`src/cda_pkg.sv`:
```
`timescale 1ns / 1ps
`default_nettype none

package cda_pkg;

    // Operation codes carried on the request side
    localparam logic [1:0] OP_LOAD = 2'd0;
    localparam logic [1:0] OP_ADD  = 2'd1;
    localparam logic [1:0] OP_CMP  = 2'd2;
    localparam logic [1:0] OP_NOP  = 2'd3;

    // Status codes
    localparam logic [1:0] STAT_OK      = 2'd0;
    localparam logic [1:0] STAT_INVALID = 2'd1;
    localparam logic [1:0] STAT_RANGE   = 2'd2;

    // Calendar constants
    localparam logic [13:0] MAX_YEAR     = 14'd9999;
    localparam logic [13:0] DEF_YEAR     = 14'd1900;
    localparam logic [3:0]  MONTHS       = 4'd12;
    localparam logic [6:0]  CENTURY      = 7'd100;
    localparam logic [23:0] DEF_SERIAL   = 24'd693595;   // 1900-01-01
    localparam logic [22:0] MAX_SERIAL   = 23'd3652058;  // 9999-12-31
    localparam logic [23:0] DAYS_400Y    = 24'd146097;
    localparam logic [23:0] DAYS_100Y    = 24'd36524;
    localparam logic [23:0] DAYS_4Y      = 24'd1461;
    localparam logic [23:0] DAYS_1Y      = 24'd365;

    localparam logic [4:0] MONTH_LEN [12] = '{
        5'd31, 5'd28, 5'd31, 5'd30, 5'd31, 5'd30,
        5'd31, 5'd31, 5'd30, 5'd31, 5'd30, 5'd31
    };

    typedef enum logic [3:0] {
        S_IDLE,
        S_CENT,
        S_BASE,
        S_MON,
        S_CHECK,
        S_RANGE,
        S_Q400,
        S_Q100,
        S_Q4,
        S_Q1,
        S_DMON,
        S_OUT
    } state_t;

    // Month length; months outside 1..12 read as 31
    function automatic logic [4:0] days_in_month(input logic [3:0] m, input logic leap);
        logic [4:0] n;
        n = 5'd31;
        if (m >= 4'd1 && m <= MONTHS) begin
            n = MONTH_LEN[m - 4'd1];
        end
        if (m == 4'd2 && leap) begin
            n = 5'd29;
        end
        return n;
    endfunction

endpackage

`default_nettype wire

```
`src/calendar_date_arithmetic.sv`:
```
`timescale 1ns / 1ps
`default_nettype none

// Gregorian date unit. Holds one date and runs one request at a time.
// Request channel (s_): s_tuser carries the opcode (load, add days, compare,
// no-op); s_tdata carries the operand date and the signed day offset.
// Result channel (m_): one result per request with the held date after the
// operation, the day difference and compare flags, and a status code.
// A request is taken only while the sequencer is idle; s_tready is low for
// the whole run. The shared adder converts a date to a day serial by
// stepping off centuries and then summing month lengths, and converts a
// serial back to a date by stepping off 400-, 100-, 4- and 1-year blocks
// and then months. A compare runs two date conversions; the century loop
// makes up most of a run, and a no-op skips the conversions. The sequencer
// returns to idle as its result is registered.
// The finished result sits in an output register; the block keeps it until
// m_tready takes it and accepts the next request meanwhile, holding the
// following result in its final state until the register frees up.
// Reset (aresetn low at a clock edge) sets the held date to 1998-08-28,
// returns to idle and drops any pending result.

module calendar_date_arithmetic (
    input  wire logic        aclk,
    input  wire logic        aresetn,
    input  wire logic        s_tvalid,
    output logic             s_tready,
    // [13:0] in_year, [17:14] in_month, [22:18] in_day, [45:23] day_offset
    input  wire logic [47:0] s_tdata,
    // [1:0] opcode
    input  wire logic [1:0]  s_tuser,
    output logic             m_tvalid,
    input  wire logic        m_tready,
    // [13:0] out_year, [17:14] out_month, [22:18] out_day,
    // [45:23] day_difference, [46] is_greater, [47] is_equal, [48] is_less,
    // [50:49] status
    output logic [55:0]      m_tdata
);
    import cda_pkg::*;

    // Sequencer state
    state_t      state_reg, state_next;

    // Held date
    logic [13:0] cur_year_reg, cur_year_next;
    logic [3:0]  cur_month_reg, cur_month_next;
    logic [4:0]  cur_day_reg, cur_day_next;

    // Latched request
    logic [1:0]  op_reg, op_next;
    logic [22:0] off_reg, off_next;

    // Working date and accumulator
    logic [13:0] yr_reg, yr_next;
    logic [3:0]  mo_reg, mo_next;
    logic [4:0]  dy_reg, dy_next;
    logic [23:0] acc_reg, acc_next;
    logic [23:0] opser_reg, opser_next;
    logic [7:0]  cent_reg, cent_next;
    logic [3:0]  k_reg, k_next;
    logic        leap_reg, leap_next;
    logic        pass_reg, pass_next;
    logic [1:0]  b_reg, b_next;
    logic [4:0]  c_reg, c_next;
    logic [1:0]  d_reg, d_next;
    logic [1:0]  status_reg, status_next;

    // Result register
    logic        m_valid_reg, m_valid_next;
    logic [13:0] o_year_reg, o_year_next;
    logic [3:0]  o_month_reg, o_month_next;
    logic [4:0]  o_day_reg, o_day_next;
    logic [22:0] o_diff_reg, o_diff_next;
    logic        o_gt_reg, o_gt_next;
    logic        o_eq_reg, o_eq_next;
    logic        o_lt_reg, o_lt_next;
    logic [1:0]  o_status_reg, o_status_next;

    // Request fields
    logic [1:0]  in_op;
    logic [13:0] in_year;
    logic [3:0]  in_month;
    logic [4:0]  in_day;
    logic [22:0] in_off;

    // Shared adder
    logic [23:0] alu_b;
    logic        alu_sub;
    logic [23:0] alu_res;
    logic        alu_neg;

    // Helpers
    logic [13:0] p_w;
    logic [23:0] p_ext;
    logic [23:0] c_ext;
    logic [23:0] base_val;
    logic        base_leap;
    logic        mon_more;
    logic        date_ok;
    logic        out_of_range;
    logic        dleap;
    logic        dmon_more;
    logic        out_free;

    assign in_op    = s_tuser;
    assign in_year  = s_tdata[13:0];
    assign in_month = s_tdata[17:14];
    assign in_day   = s_tdata[22:18];
    assign in_off   = s_tdata[45:23];

    assign s_tready = (state_reg == S_IDLE);
    assign m_tvalid = m_valid_reg;
    assign m_tdata  = {5'd0, o_status_reg, o_lt_reg, o_eq_reg, o_gt_reg, o_diff_reg,
                       o_day_reg, o_month_reg, o_year_reg};

    assign out_free = !m_valid_reg || m_tready;

    // Serial base: 365*p + p/4 - p/100 + p/400 + day - 1, with p = year - 1.
    // After the century loop, cent_reg holds p/100 and acc_reg holds p%100.
    assign p_w      = yr_reg - 14'd1;
    assign p_ext    = {10'd0, p_w};
    assign c_ext    = {16'd0, cent_reg};
    assign base_val = p_ext * DAYS_1Y + (p_ext >> 2) - c_ext + (c_ext >> 2)
                      + {19'd0, dy_reg} - 24'd1;
    // Year divisible by 4 when p%4 is 3; by 100 when p%100 is 99; by 400 when
    // additionally p/100 mod 4 is 3
    assign base_leap = (p_w[1:0] == 2'b11)
                       && ((acc_reg[6:0] != 7'd99) || (cent_reg[1:0] == 2'b11));

    assign mon_more = (k_reg < mo_reg) && (k_reg <= MONTHS);

    assign date_ok = (yr_reg != 14'd0) && (yr_reg <= MAX_YEAR)
                     && (mo_reg != 4'd0) && (mo_reg <= MONTHS)
                     && (dy_reg != 5'd0) && (dy_reg <= days_in_month(mo_reg, leap_reg));

    assign out_of_range = acc_reg[23] || (acc_reg[22:0] > MAX_SERIAL);

    // Leap year from the block counts: last year of a 4-year block, and not
    // the last block of a century unless the century closes a 400-year cycle
    assign dleap = (d_reg == 2'd3) && ((c_reg != 5'd24) || (b_reg == 2'd3));

    assign dmon_more = (mo_reg < MONTHS) && !alu_neg;

    // Operand select for the shared adder
    always_comb begin
        alu_b   = 24'd0;
        alu_sub = 1'b0;
        unique case (state_reg)
            S_CENT: begin
                alu_b   = {17'd0, CENTURY};
                alu_sub = 1'b1;
            end
            S_MON: begin
                alu_b = {19'd0, days_in_month(k_reg, leap_reg)};
            end
            S_CHECK: begin
                if (op_reg == OP_ADD) begin
                    alu_b = {off_reg[22], off_reg};
                end else begin
                    alu_b   = opser_reg;
                    alu_sub = 1'b1;
                end
            end
            S_Q400: begin
                alu_b   = DAYS_400Y;
                alu_sub = 1'b1;
            end
            S_Q100: begin
                alu_b   = DAYS_100Y;
                alu_sub = 1'b1;
            end
            S_Q4: begin
                alu_b   = DAYS_4Y;
                alu_sub = 1'b1;
            end
            S_Q1: begin
                alu_b   = DAYS_1Y;
                alu_sub = 1'b1;
            end
            S_DMON: begin
                alu_b   = {19'd0, days_in_month(mo_reg, dleap)};
                alu_sub = 1'b1;
            end
            default: begin
                alu_b   = 24'd0;
                alu_sub = 1'b0;
            end
        endcase
    end

    assign alu_res = alu_sub ? (acc_reg - alu_b) : (acc_reg + alu_b);
    assign alu_neg = alu_res[23];

    // Next state
    always_comb begin
        state_next = state_reg;
        unique case (state_reg)
            S_IDLE: begin
                if (s_tvalid) begin
                    state_next = (in_op == OP_NOP) ? S_OUT : S_CENT;
                end
            end
            S_CENT: begin
                if (alu_neg) begin
                    state_next = S_BASE;
                end
            end
            S_BASE: state_next = S_MON;
            S_MON: begin
                if (!mon_more) begin
                    state_next = S_CHECK;
                end
            end
            S_CHECK: begin
                unique case (op_reg)
                    OP_ADD:  state_next = S_RANGE;
                    OP_CMP:  state_next = pass_reg ? S_OUT : S_CENT;
                    default: state_next = S_OUT;
                endcase
            end
            S_RANGE: state_next = out_of_range ? S_OUT : S_Q400;
            S_Q400: begin
                if (alu_neg) begin
                    state_next = S_Q100;
                end
            end
            S_Q100: begin
                if (alu_neg || b_reg == 2'd3) begin
                    state_next = S_Q4;
                end
            end
            S_Q4: begin
                if (alu_neg) begin
                    state_next = S_Q1;
                end
            end
            S_Q1: begin
                if (alu_neg || d_reg == 2'd3) begin
                    state_next = S_DMON;
                end
            end
            S_DMON: begin
                if (!dmon_more) begin
                    state_next = S_OUT;
                end
            end
            S_OUT: begin
                if (out_free) begin
                    state_next = S_IDLE;
                end
            end
            default: state_next = S_IDLE;
        endcase
    end

    // Datapath updates
    always_comb begin
        cur_year_next  = cur_year_reg;
        cur_month_next = cur_month_reg;
        cur_day_next   = cur_day_reg;
        op_next        = op_reg;
        off_next       = off_reg;
        yr_next        = yr_reg;
        mo_next        = mo_reg;
        dy_next        = dy_reg;
        acc_next       = acc_reg;
        opser_next     = opser_reg;
        cent_next      = cent_reg;
        k_next         = k_reg;
        leap_next      = leap_reg;
        pass_next      = pass_reg;
        b_next         = b_reg;
        c_next         = c_reg;
        d_next         = d_reg;
        status_next    = status_reg;
        m_valid_next   = m_valid_reg && !m_tready;
        o_year_next    = o_year_reg;
        o_month_next   = o_month_reg;
        o_day_next     = o_day_reg;
        o_diff_next    = o_diff_reg;
        o_gt_next      = o_gt_reg;
        o_eq_next      = o_eq_reg;
        o_lt_next      = o_lt_reg;
        o_status_next  = o_status_reg;

        unique case (state_reg)
            S_IDLE: begin
                if (s_tvalid) begin
                    op_next     = in_op;
                    off_next    = in_off;
                    status_next = STAT_OK;
                    pass_next   = 1'b0;
                    cent_next   = 8'd0;
                    // Add converts the held date; load and compare the operand
                    if (in_op == OP_ADD) begin
                        yr_next  = cur_year_reg;
                        mo_next  = cur_month_reg;
                        dy_next  = cur_day_reg;
                        acc_next = {10'd0, cur_year_reg - 14'd1};
                    end else begin
                        yr_next  = in_year;
                        mo_next  = in_month;
                        dy_next  = in_day;
                        acc_next = {10'd0, in_year - 14'd1};
                    end
                end
            end
            S_CENT: begin
                // Strip one century per cycle
                if (!alu_neg) begin
                    acc_next  = alu_res;
                    cent_next = cent_reg + 8'd1;
                end
            end
            S_BASE: begin
                leap_next = base_leap;
                acc_next  = base_val;
                k_next    = 4'd1;
            end
            S_MON: begin
                if (mon_more) begin
                    acc_next = alu_res;
                    k_next   = k_reg + 4'd1;
                end
            end
            S_CHECK: begin
                unique case (op_reg)
                    OP_LOAD: begin
                        if (date_ok) begin
                            cur_year_next  = yr_reg;
                            cur_month_next = mo_reg;
                            cur_day_next   = dy_reg;
                        end else begin
                            cur_year_next  = DEF_YEAR;
                            cur_month_next = 4'd1;
                            cur_day_next   = 5'd1;
                            status_next    = STAT_INVALID;
                        end
                    end
                    OP_ADD: begin
                        acc_next = alu_res;
                    end
                    OP_CMP: begin
                        if (!pass_reg) begin
                            // Keep the operand serial, then convert the held date
                            opser_next  = date_ok ? acc_reg : DEF_SERIAL;
                            status_next = date_ok ? STAT_OK : STAT_INVALID;
                            yr_next     = cur_year_reg;
                            mo_next     = cur_month_reg;
                            dy_next     = cur_day_reg;
                            acc_next    = {10'd0, cur_year_reg - 14'd1};
                            cent_next   = 8'd0;
                            pass_next   = 1'b1;
                        end else begin
                            acc_next = alu_res;
                        end
                    end
                    default: begin
                        acc_next = acc_reg;
                    end
                endcase
            end
            S_RANGE: begin
                if (out_of_range) begin
                    status_next = STAT_RANGE;
                end else begin
                    yr_next = 14'd1;
                    mo_next = 4'd1;
                    b_next  = 2'd0;
                    c_next  = 5'd0;
                    d_next  = 2'd0;
                end
            end
            S_Q400: begin
                if (!alu_neg) begin
                    acc_next = alu_res;
                    yr_next  = yr_reg + 14'd400;
                end
            end
            S_Q100: begin
                if (!alu_neg && b_reg != 2'd3) begin
                    acc_next = alu_res;
                    yr_next  = yr_reg + 14'd100;
                    b_next   = b_reg + 2'd1;
                end
            end
            S_Q4: begin
                if (!alu_neg) begin
                    acc_next = alu_res;
                    yr_next  = yr_reg + 14'd4;
                    c_next   = c_reg + 5'd1;
                end
            end
            S_Q1: begin
                if (!alu_neg && d_reg != 2'd3) begin
                    acc_next = alu_res;
                    yr_next  = yr_reg + 14'd1;
                    d_next   = d_reg + 2'd1;
                end
            end
            S_DMON: begin
                if (dmon_more) begin
                    acc_next = alu_res;
                    mo_next  = mo_reg + 4'd1;
                end else begin
                    cur_year_next  = yr_reg;
                    cur_month_next = mo_reg;
                    cur_day_next   = acc_reg[4:0] + 5'd1;
                end
            end
            S_OUT: begin
                if (out_free) begin
                    m_valid_next  = 1'b1;
                    o_year_next   = cur_year_reg;
                    o_month_next  = cur_month_reg;
                    o_day_next    = cur_day_reg;
                    o_status_next = status_reg;
                    if (op_reg == OP_CMP) begin
                        o_diff_next = acc_reg[22:0];
                        o_gt_next   = !acc_reg[23] && (acc_reg != 24'd0);
                        o_eq_next   = (acc_reg == 24'd0);
                        o_lt_next   = acc_reg[23];
                    end else begin
                        o_diff_next = 23'd0;
                        o_gt_next   = 1'b0;
                        o_eq_next   = 1'b0;
                        o_lt_next   = 1'b0;
                    end
                end
            end
            default: begin
                acc_next = acc_reg;
            end
        endcase
    end

    // Control registers
    always_ff @(posedge aclk) begin
        if (!aresetn) begin
            state_reg     <= S_IDLE;
            cur_year_reg  <= 14'd1998;
            cur_month_reg <= 4'd8;
            cur_day_reg   <= 5'd28;
            m_valid_reg   <= 1'b0;
        end else begin
            state_reg     <= state_next;
            cur_year_reg  <= cur_year_next;
            cur_month_reg <= cur_month_next;
            cur_day_reg   <= cur_day_next;
            m_valid_reg   <= m_valid_next;
        end
    end

    // Working and result registers
    always_ff @(posedge aclk) begin
        op_reg       <= op_next;
        off_reg      <= off_next;
        yr_reg       <= yr_next;
        mo_reg       <= mo_next;
        dy_reg       <= dy_next;
        acc_reg      <= acc_next;
        opser_reg    <= opser_next;
        cent_reg     <= cent_next;
        k_reg        <= k_next;
        leap_reg     <= leap_next;
        pass_reg     <= pass_next;
        b_reg        <= b_next;
        c_reg        <= c_next;
        d_reg        <= d_next;
        status_reg   <= status_next;
        o_year_reg   <= o_year_next;
        o_month_reg  <= o_month_next;
        o_day_reg    <= o_day_next;
        o_diff_reg   <= o_diff_next;
        o_gt_reg     <= o_gt_next;
        o_eq_reg     <= o_eq_next;
        o_lt_reg     <= o_lt_next;
        o_status_reg <= o_status_next;
    end

endmodule

`default_nettype wire
```
`config.mk`:
```
export PLATFORM = sky130hd
export DESIGN_NAME = calendar_date_arithmetic
export DESIGN_NICKNAME = d
export VERILOG_FILES = /design/src/cda_pkg.sv /design/src/calendar_date_arithmetic.sv
export SDC_FILE = /design/constraint.sdc
export NUM_CORES = 1
export LEC_CHECK = 0
export BUFFER_PORTS_ARGS = -buffer_cell sky130_fd_sc_hd__buf_2
export CAP_MARGIN = 30
export CORE_ASPECT_RATIO = 1.4
export CORE_MARGIN = 2
export CORE_UTILIZATION = 39
export DETAILED_ROUTE_END_ITERATION = 16
export SYNTH_ARGS = -nofsm -noshare
export SYNTH_HDL_FRONTEND = slang
export SYNTH_SLANG_ARGS = --single-unit
```
`constraint.sdc`:
```
create_clock -name aclk -period 18.3 [get_ports aclk]
set_input_delay 3.66 -clock aclk [delete_from_list [all_inputs] [get_ports aclk]]
set_output_delay 3.66 -clock aclk [all_outputs]
set_load 0.01 [all_outputs]
```
==> out/metrics.yaml <==
clocking:
  clockBufferDepth: 2
  holdBufCountCts: 0
  clkSinkCount: 200
  clkTransAtPathRegs_ps: 80
  cts_buffers: 17
  post_cts_buffers: 0
  clk-insertion-delay-late_ps: 480
  cts_repair_resize_count: 0
  htreeDepth: 4
  cts-root-buf: "clkbuf_16"
  cts_tree: "done"
placed_design:
  port_buffers: 104
  gp_congestion: 0.9250
  dp_hpwl_mm: 42.44
sta:
  drv_slew: 0
  relSlewSlack_pct: 31.45
  hold_viol: 0
  fmax_mhz: 116.9
  rsz0062_at_grt: "false"
  fin_crit_sh_pct: 46.74
  tns_ps: 0
  worst_pin_slew_ps: 1024
  finClkSkew_ps: 24.94
  min_period_ps: 8553
  setup_violations: 0
hold_path:
  hold_class: "register to register"
  min_path_cells: 0
  min_from: "status_reg[0]$_DFFE_PP_"
  hold_path_end: "o_status_reg[0]$_DFFE_PP_"
route:
  drt-met1-wl_mm: 21.36
  routedWlPerCell_um: 21.57
  routed.top_layer: "met4"
  dr.pass1.iters: 5
  wl_met3_mm: 2.437
  via_per_inst: 5.707
  routed_wl_mm: 53.48
  wl_met2_mm: 27.04
  antenna_left: 0
  drc_errors: 0
  vias: 14150
  drt_iter0_drc: 1205
logic_synthesis:
  synth-seq-area-share_pct: 33.05
  synth_top_area_share_pct: 29.81
  avgSynthCellArea_um2: 9.498
  postSynthCellCount: 1824
  synth_area_leaders: "edfxtp_1, ha_1, fa_1"
  ys_types: 86
  ys_async_sr_fraction_pct: 0
  synth_area_mm2: 0.01732
  ys.flop_type: "edfxtp_1"
  synth_edf_count: 172
  synth_seq_cells: 200
  synth_top_area_cell: "edfxtp_1"
  yosysWarningCount: 0
critical_path:
  worst_path_largest_cell_delay_ps: 760
  timing.rr.start: "yr_reg[1]$_DFFE_PP_"
  r2r-end: "acc_reg[22]$_DFFE_PP_"
  cp_slowest_cell: "xnor2_1"
  crit_family: "adder cells"
  crit_type: "register to register"
  critPathCaptureType: "register"
  crit_arrival_ps: 8770
  r2r_slack_ps: 9750
  crit_top_cell: "inv_1"
  cp_num_buf_inv: 6
  rr_worst_depth: 26
  crit_required_ps: 18510
  start_kind: "register"
  cp.depth: 26
  crit_path_max_fanout: 5
layout:
  final_common_cell: "inv_1"
  fillerInstances: 4289
  final_cell_mix: "inv_1, edfxtp_1, ha_1, nand2_1, nor2_1"
  ff_latch_area_mm2: 0.005725
  final_nets: 2191
  syn2layout_area_growth_pct: 10.13
  diodes: 0
  drive_gt1_share_pct: 11.24
  multi_input_area_mm2: 0.01036
floorplan:
  core_mm2: 0.04395
  die_w_um: 182.1
  die_h_um: 253.4
  start_util_pct: 39.42
  dieArea_mm2: 0.04615
  fp-row-count: 91
  io-pin-count: 112
global_routing:
  grt_max_degree: 38
  antenna_found_initial: 0
  overflow: 0
  grt_pass1_vias: 14040
  grt_pass1_wl_mm: 81.16
  track_usage_pct: 23.21
job:
  cap_violations: 0
run_status:
  status: "finished, final reports clean"
[worst reg2reg max path, stage by stage (launching register included)]
cell and delay, ps:
edfxtp_1 460, inv_1 250, ha_1 440, inv_1 160
a21boi_0 510, nand2_1 160, or3_1 360, xnor2_1 760
ha_1 380, ha_1 280, inv_1 50, fa_1 500
inv_1 50, fa_1 480, inv_1 60, fa_1 520
inv_1 40, ha_1 340, a21o_1 200, a2111oi_0 430
o31ai_1 220, a221o_1 400, a2111oi_0 540, o21bai_1 150
a21oi_1 190, xor2_1 260, o22ai_1 120
[cell type report]
class | count | share of cell area (%)
repair buffers | 143 | 4.335
flip-flops and latches | 200 | 30.01
clock inverters | 15 | 0.9247
clock buffers | 17 | 2.230
inverters | 230 | 4.525
well taps | 558 | 3.659
multi-input cells | 1316 | 54.32
[stage by stage]
stage | hold WS (ps) | setup WS (ps) | utilization [%] | cell area, um^2 | instances
after floorplan | 400.3 | 10590 | - | 17340 | 1828
after global placement | 409.3 | 9877 | 41.89 | 18410 | 2440
after detailed placement | 415.3 | 9774 | 41.98 | 18450 | 2446
after CTS | 436.1 | 9766 | 43.35 | 19050 | 2478
after global routing | 447.9 | 9305 | 43.41 | 19080 | 2479
final | 440.1 | 9747 | 43.41 | 19080 | 2479
[Yosys cell counts, types with 13 or more instances]
| cell | instances |
|---|---|
| a21oi_1 | 100 |
| buf_4 | 13 |
| and2_1 | 46 |
| o21ai_0 | 84 |
| nand3_1 | 47 |
| dfxtp_1 | 28 |
| fa_1 | 83 |
| o22ai_1 | 19 |
| xnor2_1 | 92 |
| a31oi_1 | 19 |
| nor3_1 | 29 |
| ha_1 | 146 |
| o31ai_1 | 13 |
| edfxtp_1 | 172 |
| xor2_1 | 41 |
| nor2b_1 | 18 |
| nand4_1 | 14 |
| clkbuf_1 | 50 |
| nand2_1 | 120 |
| and3_1 | 20 |
| mux2_2 | 13 |
| a21o_1 | 18 |
| nor2_1 | 115 |
| nand2b_1 | 29 |
| inv_1 | 225 |
| nor4_1 | 16 |
[how the worst max path moves through the flow]
stage,startpoint,end,slack (ps)
final,yr_reg[1]$_DFFE_PP_,acc_reg[22]$_DFFE_PP_,9750
after global routing,yr_reg[0]$_DFFE_PP_,acc_reg[22]$_DFFE_PP_,9310
after CTS,yr_reg[0]$_DFFE_PP_,acc_reg[22]$_DFFE_PP_,9770
after detailed placement,yr_reg[0]$_DFFE_PP_,acc_reg[22]$_DFFE_PP_,9770
after global placement,yr_reg[0]$_DFFE_PP_,acc_reg[22]$_DFFE_PP_,9880
after floorplan,m_tready,o_day_reg[0]$_DFFE_PP_,10590
[metal layers]
metal / up-vias / track usage, %
li1: 6636 / -
met1: 6936 / 27.71
met2: 452 / 41.21
met3: 123 / 2.618
met4: 0 / 11.75
met5: - / 0
[logic make-up (layout without fill, tap and decap cells)]
kind of cell             after synthesis  in the layout  share of synthesized area (%)
XOR/XNOR                             133            133                          6.724
AND/OR/NAND/NOR                      510            510                          14.99
flip-flops                           200            200                          33.05
adder cells (fa/ha/maj)              229            229                          20.14
AO/OA/AOI/OAI                        415            415                          16.29
other                                  1              5                        0.02165
buffers and inverters                312            405                          7.302
multiplexers                          24             24                          1.481
Power is not shown: default switching activity piles up to over one toggle a cycle in this logic, so the estimate is an artifact.
